File: src/rtl/mlt_ram.sv
// Generic simple dual-port RAM with one write port and a registered read port.
module mlt_ram #(
    parameter int WIDTH = 8,
    parameter int DEPTH = 64
) (
    input  logic                     i_clk,
    input  logic                     i_we,
    input  logic [$clog2(DEPTH)-1:0] i_waddr,
    input  logic [WIDTH-1:0]         i_wdata,
    input  logic [$clog2(DEPTH)-1:0] i_raddr,
    output logic [WIDTH-1:0]         o_rdata
);

    logic [WIDTH-1:0] r_mem [DEPTH];
    logic [WIDTH-1:0] r_rdata;

    always_ff @(posedge i_clk) begin
        if (i_we) begin
            r_mem[i_waddr] <= i_wdata;
        end
        r_rdata <= r_mem[i_raddr];
    end

    assign o_rdata = r_rdata;

endmodule

File: config.mk
export PLATFORM = sky130hd
export DESIGN_NAME = mlt_ram
export DESIGN_NICKNAME = d
export VERILOG_FILES = /design/src/rtl/mlt_ram.sv
export SDC_FILE = /design/constraint.sdc
export NUM_CORES = 1
export LEC_CHECK = 0
export ABC_AREA = 1
export ABC_CLOCK_PERIOD_IN_PS = 1900
export BUFFER_PORTS_ARGS = -buffer_cell sky130_fd_sc_hd__buf_2
export CAP_MARGIN = 20
export CORE_ASPECT_RATIO = 0.6
export CORE_UTILIZATION = 50
export CTS_BUF_LIST = sky130_fd_sc_hd__clkbuf_2
export DETAILED_ROUTE_END_ITERATION = 6
export GPL_ROUTABILITY_DRIVEN = 0
export GPL_TIMING_DRIVEN = 0
export MAX_ROUTING_LAYER = met4
export PLACE_DENSITY = 0.68
export SLEW_MARGIN = 20
export SYNTH_ARGS = -nofsm -noshare
export SYNTH_HDL_FRONTEND = slang
export SYNTH_SLANG_ARGS = --single-unit
File: constraint.sdc
create_clock -name i_clk -period 1.9 [get_ports i_clk]
set_input_delay 0.19 -clock i_clk [delete_from_list [all_inputs] [get_ports i_clk]]
set_output_delay 0.19 -clock i_clk [all_outputs]
set_load 0.01 [all_outputs]
==> metrics, run 1 <==
status finished, violations left; failing checks negative setup slack; Data required, critical path 2.63 ns; all-layer global routing usage 30.8%; reg2reg path depth 9; Worst Tran Pin Value approximately 1.1 ns; Placed Area approximately 22000 um^2; antenna violations before repair 2; first-pass GRT wire length approximately 91000 um; CTS tree done; FF-to-FF Start r_mem[57][6]$_DFFE_PP_; RSZ-0062 raised after global routing false; Clock Tree Buf Depth 3; Cell Area, Synth approximately 21000 um^2; DR WL/cell around 24 um; syn_nets 1827; R2R setup slack 0.08 ns; via count around 15000; Worst setup SP type input port; max-slew violation count 0; share of cells above drive strength 1 15.1%; row count 58; Leak Pwr around 8.8 nW; die width ~270 um; GRT overflow 0; clock-pin slew on the worst setup and hold paths about 0.10 ns; power density over the cells 909 nW/um^2; Ports 30; synth warn 0; final setup fails 4; Syn Area/Cell approximately 12 um^2; root buffer cell clkbuf_2; Worst Hold Launch i_raddr[2]; drt pass-1 iters 6; Die ar. roughly 44000 um^2; antenna viol nets, final 0; worst hold path depth 8; Chip Height about 160 um; DRC viols 0; Synth cell types 16; vias in the first global route 14100; Cells after Synth 1805; post-route cell area around 24000 um^2; DR vias/cell slightly below 6; H-tree Lvls 3; Worst slew margin ~26%; sequential-to-total area share from yosys stat between 70% and 80%; Clk Latency, worst-skew pair 1.12 ns; largest net degree at the start of global routing 65; minimum clock period 1.98 ns; Starting Density roughly half; detailed placement HPWL around 42000 um; setup slack after layout -0.0794 ns; Layout area overhead 11.0%; synthesis-stage register bit count 520; worst hold slack around 0.082 ns; core area roughly 42000 um^2; final hold vios 0; initial DRC count around 2600; fmax 505 MHz; worst reg2reg endpoint o_rdata[6]$_DFF_P_; CP arrival between 2 and 3 ns; CTS Sinks between 500 and 600; final wirelength roughly 64000 um; Worst Path Max Fanout 8; skew final roughly 0.10 ns; I/O Buffers 21; Num CTS Buffers between 100 and 150; Hold Crit Class input port to flip-flop; Final period util 104%; Worst VDD drop approximately 0.62 mV; Hold Path End o_rdata[2]$_DFF_P_; CP Capture Type flip-flop; WS Path Type input port to flip-flop; Max-Cap Viols 0; NumNets Final 2007
[sequential cells by signal, indices dropped and copies added, names as in the netlist]
register and count:
r_mem 512, o_rdata 8
[worst max-delay path by stage]
| stage | start | to | slack, ns | cells after the start |
|---|---|---|---|---|
| 6_report | i_waddr[4] | r_mem[55][1]$_DFFE_PP_ | -0.08 | 7 |
| 2_1_floorplan | i_we | r_mem[48][0]$_DFFE_PP_ | -0.06 | 3 |
| 5_1_grt | r_mem[53][6]$_DFFE_PP_ | o_rdata[6]$_DFF_P_ | 0.008 | 9 |
| 4_1_cts | r_mem[29][2]$_DFFE_PP_ | o_rdata[2]$_DFF_P_ | 0.03 | 9 |
| 3_3_place_gp | i_we | r_mem[52][2]$_DFFE_PP_ | -1.39 | 3 |
| 3_5_place_dp | i_waddr[0] | r_mem[28][6]$_DFFE_PP_ | -0.80 | 4 |
[Yosys cell counts]
library cell	number	area [um^2]
buf_6	35	394
nor2_1	56	210
nand2_1	648	2430
buf_1	10	37.5
clkbuf_1	15	56.3
nand4_1	9	56.3
inv_6	1	8.76
nand3_1	439	2200
dfxtp_1	8	160
edfxtp_1	512	15400
nor4_1	8	50.1
buf_2	37	185
inv_1	10	37.5
buf_8	2	30.0
inv_2	1	3.75
buf_4	14	105
[through the flow]
step | power, W | worst slack, ns | cells | setup TNS (ns) | util, %
after floorplan | 0.0139 | -0.0561 | 1805 | -3.59 | -
after global placement | 0.0146 | -1.39 | 2396 | -262.70 | 52.8
after detailed placement | 0.0146 | -0.799 | 2405 | -297.45 | 53.1
after CTS | 0.0215 | 0.0302 | 2637 | 0 | 56.3
after global routing | 0.0222 | 0.00830 | 2643 | 0 | 56.5
final | 0.0215 | -0.0794 | 2643 | -0.250 | 56.5
[where the power goes]
group          internal (W)  switching, W
Combinational      0.000471       0.00134
Clock               0.00268       0.00436
Sequential           0.0127     0.0000220
[worst max-delay path: stages]
cell,delay [ns]
dlygate4sd3_1,0.52
buf_2,0.16
nand4_1,0.10
buf_4,0.20
dlygate4sd3_1,0.58
nor4_2,0.58
buf_2,0.36
[kinds of logic after synthesis]
group | share of synthesized area [%]
buf+inv | 4.02
flops | 72.8
simple gates | 23.2
[layout by cell type, fill, tap and decap left out, drive strengths merged]
cell         count
nand2          648
edfxtp         512
clkinv          27
nand3          439
nor2            56
bufinv           2
nor4             8
inv             13
diode            1
dfxtp            8
clkbuf         188
buf            130
nand4            9
dlygate4sd3     32
[final cells by class]
| class | count | area [um^2] |
|---|---|---|
| Antenna cell | 1 | 2.50 |
| Buffer | 113 | 808 |
| Clock buffer | 173 | 866 |
| Clock inverter | 30 | 171 |
| Fill cell | 3559 | 18300 |
| Inverter | 12 | 50.0 |
| Multi-Input combinational cell | 1160 | 5020 |
| Sequential cell | 520 | 15500 |
| Tap cell | 570 | 713 |
| Timing Repair Buffer | 64 | 522 |
[routing by layer]
layer | track usage, % | routed length, um | share of wire [%]
met1 | 44.6 | 26500 | 41
met2 | 37.6 | 24400 | 38
met3 | 15.5 | 11900 | 19
met4 | 7.64 | 1370 | 2.1
met5 | - | 0 | 0
[what timing repair did]
item / 4_1_cts / 5_1_grt
endpoints found under the setup margin: 0 / 31
hold endpoints to repair: 701 / 7
hold buffers: 29 / 4
setup buffers: 0 / 1
gates resized for setup: 0 / 5
Power figures use the tool's default switching activity.
==> run 2: changes to the inputs <==
Settings changed: CORE_ASPECT_RATIO 0.6 to unset, GPL_TIMING_DRIVEN 0 to unset.
==> run 2 against run 1 <==
Against the previous run:
- the flow now finishes without violations
- die area about the same
- cell area increased by 2.1%
- global-route usage fell by 4.6 points
- critical path type unchanged
- largest power group unchanged
- core utilization grew 1.1 points
==> metrics, run 2 (synthesized netlist as in run 1, its figures left out) <==
Die ar. 43500 um^2 (about the same); GRT overflow 0 (unchanged); Worst setup SP type input port; CP arrival 2.85 ns (+0.14 ns); most frequent cells in the layout nand2_1 (648), edfxtp_1 (512), nand3_1 (439); I/O Buffers 29 (+38%); setup slack after layout 0.0288 ns (+0.108 ns); fin cells 2643 (unchanged); Starting Density 50.8% (-0.12 points); final wirelength 54400 um (-15%); antenna viol nets, final 0 (unchanged); FF/Latch Area 15500 um^2 (about the same); detailed placement HPWL 31700 um (-25%); Worst VDD drop 0.387 mV (-37%); CTS Sinks 520 (unchanged); Final TNS setup 0 ns (+0.250 ns); Num CTS Buffers 133 (+17%); DRC viols 0 (unchanged); initial DRC count 1710 (-33%); most common cell after layout, fill and taps aside nand2_1; final setup fails 0 (-4); Clock Tree Buf Depth 3 (unchanged); drt pass-1 iters 6 (unchanged); all-layer global routing usage 26.2% (-4.6 points); max FFs per register 512 (unchanged); RSZ-0062 raised after global routing false; multi-input logic area 4950 um^2 (-1.4%); Final period util 98.5% (-5.7 points); antenna violations before repair 2 (unchanged); largest net degree at the start of global routing 65 (unchanged); Leak Pwr 9.14 nW (+3.6%); post-place setup slack 0.0463 ns (+0.846 ns); root buffer cell clkbuf_2; skew final 0.0540 ns (-0.0498 ns); CTS tree done; minimum clock period 1.87 ns (-0.108 ns); Hold Crit Class input port to flip-flop; vias in the first global route 14400 (+2.4%); via count 14700 (-4.5%); post-CTS setup buffer count 0 (unchanged); status finished clean; fin util 57.5% (+1.1 points); Placed Cells incl. Taps 2381 (-1.0%); Data required, critical path 2.88 ns (+0.25 ns); die width 209 um (-22%); core area 42000 um^2 (+0.23%); Worst Path Max Fanout 8 (unchanged); Worst slew margin 51.4% (+26 points); DR vias/cell 5.57 (-4.5%); Layout area overhead 13.3%; CP Capture Type flip-flop; DR WL/cell 20.6 um (-15%); Most flops, register r_mem; FILL cells 3501 (-1.6%); Clk Latency, worst-skew pair 1.07 ns (-0.05 ns); WS Path Type input port to flip-flop; Ports 30 (unchanged); max-slew violation count 0 (unchanged); clock-pin slew on the worst setup and hold paths 0.10 ns (about the same); Chip Height 209 um (+29%); first-pass GRT wire length 82400 um (-9.7%); NumNets Final 2032 (+1.2%); power density over the cells 916 nW/um^2 (+0.76%); H-tree Lvls 4 (+1); fmax 534 MHz (+5.8%); Max-Cap Viols 0 (unchanged); final hold vios 0 (unchanged); share of cells above drive strength 1 16.9% (+1.8 points); Worst Tran Pin Value 0.728 ns (-0.383 ns); row count 75 (+29%)
-- run 2: final timing paths --
check | start | end | slack [ns] | cells after the start
setup reg to reg | r_mem[41][7]$_DFFE_PP_ | o_rdata[7]$_DFF_P_ | 0.14 | 9
hold / removal | i_wdata[4] | r_mem[35][4]$_DFFE_PP_ | 0.17 | 2
setup / recovery | i_raddr[5] | o_rdata[7]$_DFF_P_ | 0.03 | 7
hold reg to reg | r_mem[4][0]$_DFFE_PP_ | o_rdata[0]$_DFF_P_ | 0.80 | 8
-- run 2: worst max-delay path, stage by stage --
cell and delay, ns:
dlygate4sd3_1 0.54, dlygate4sd3_1 0.58, clkbuf_4 0.21, dlygate4sd3_1 0.64
nand3_1 0.10, dlygate4sd3_1 0.54, nand2_1 0.05
-- run 2: final cells by class --
type	instances	area share, %
sequential	520	64.3
antenna	2	0.0207
clock inverter	47	1.49
timing repair buffer	183	7.04
clock buffer	180	3.72
inverter	12	0.217
multi-input combinational	1160	20.5
tap	539	2.79
-- run 2: where the power goes --
part           switching [W]  total (W)  internal [W]
clock                0.00441    0.00780       0.00339
combinational        0.00115    0.00165      0.000495
sequential         0.0000364     0.0127        0.0127
total                0.00560     0.0222        0.0166
-- run 2: metal layers --
layer | global-route usage [%] | wire length [um] | vias up
met4 | 11.0 | 1510 | 0
li1 | - | - | 6836
met5 | - | 0 | -
met1 | 35.1 | 22300 | 7000
met3 | 6.16 | 5660 | 112
met2 | 38.7 | 24900 | 775
-- run 2: timing repair --
item | in CTS | in global routing
endpoints found under the setup margin | 2 | 1
hold buffers | 32 | 0
gates resized for setup | 4 | 1
hold endpoints to repair | 1017 | 0
-- run 2: stage by stage --
stage / total power, W / hold slack [ns] / instance area, um^2
after global placement: 0.0145 / 0.584 / 22600
after global routing: 0.0230 / 0.137 / 24200
after floorplan: 0.0139 / 0.289 / 21300
after CTS: 0.0223 / 0.0951 / 24100
after detailed placement: 0.0145 / 0.576 / 22600
final: 0.0222 / 0.166 / 24200
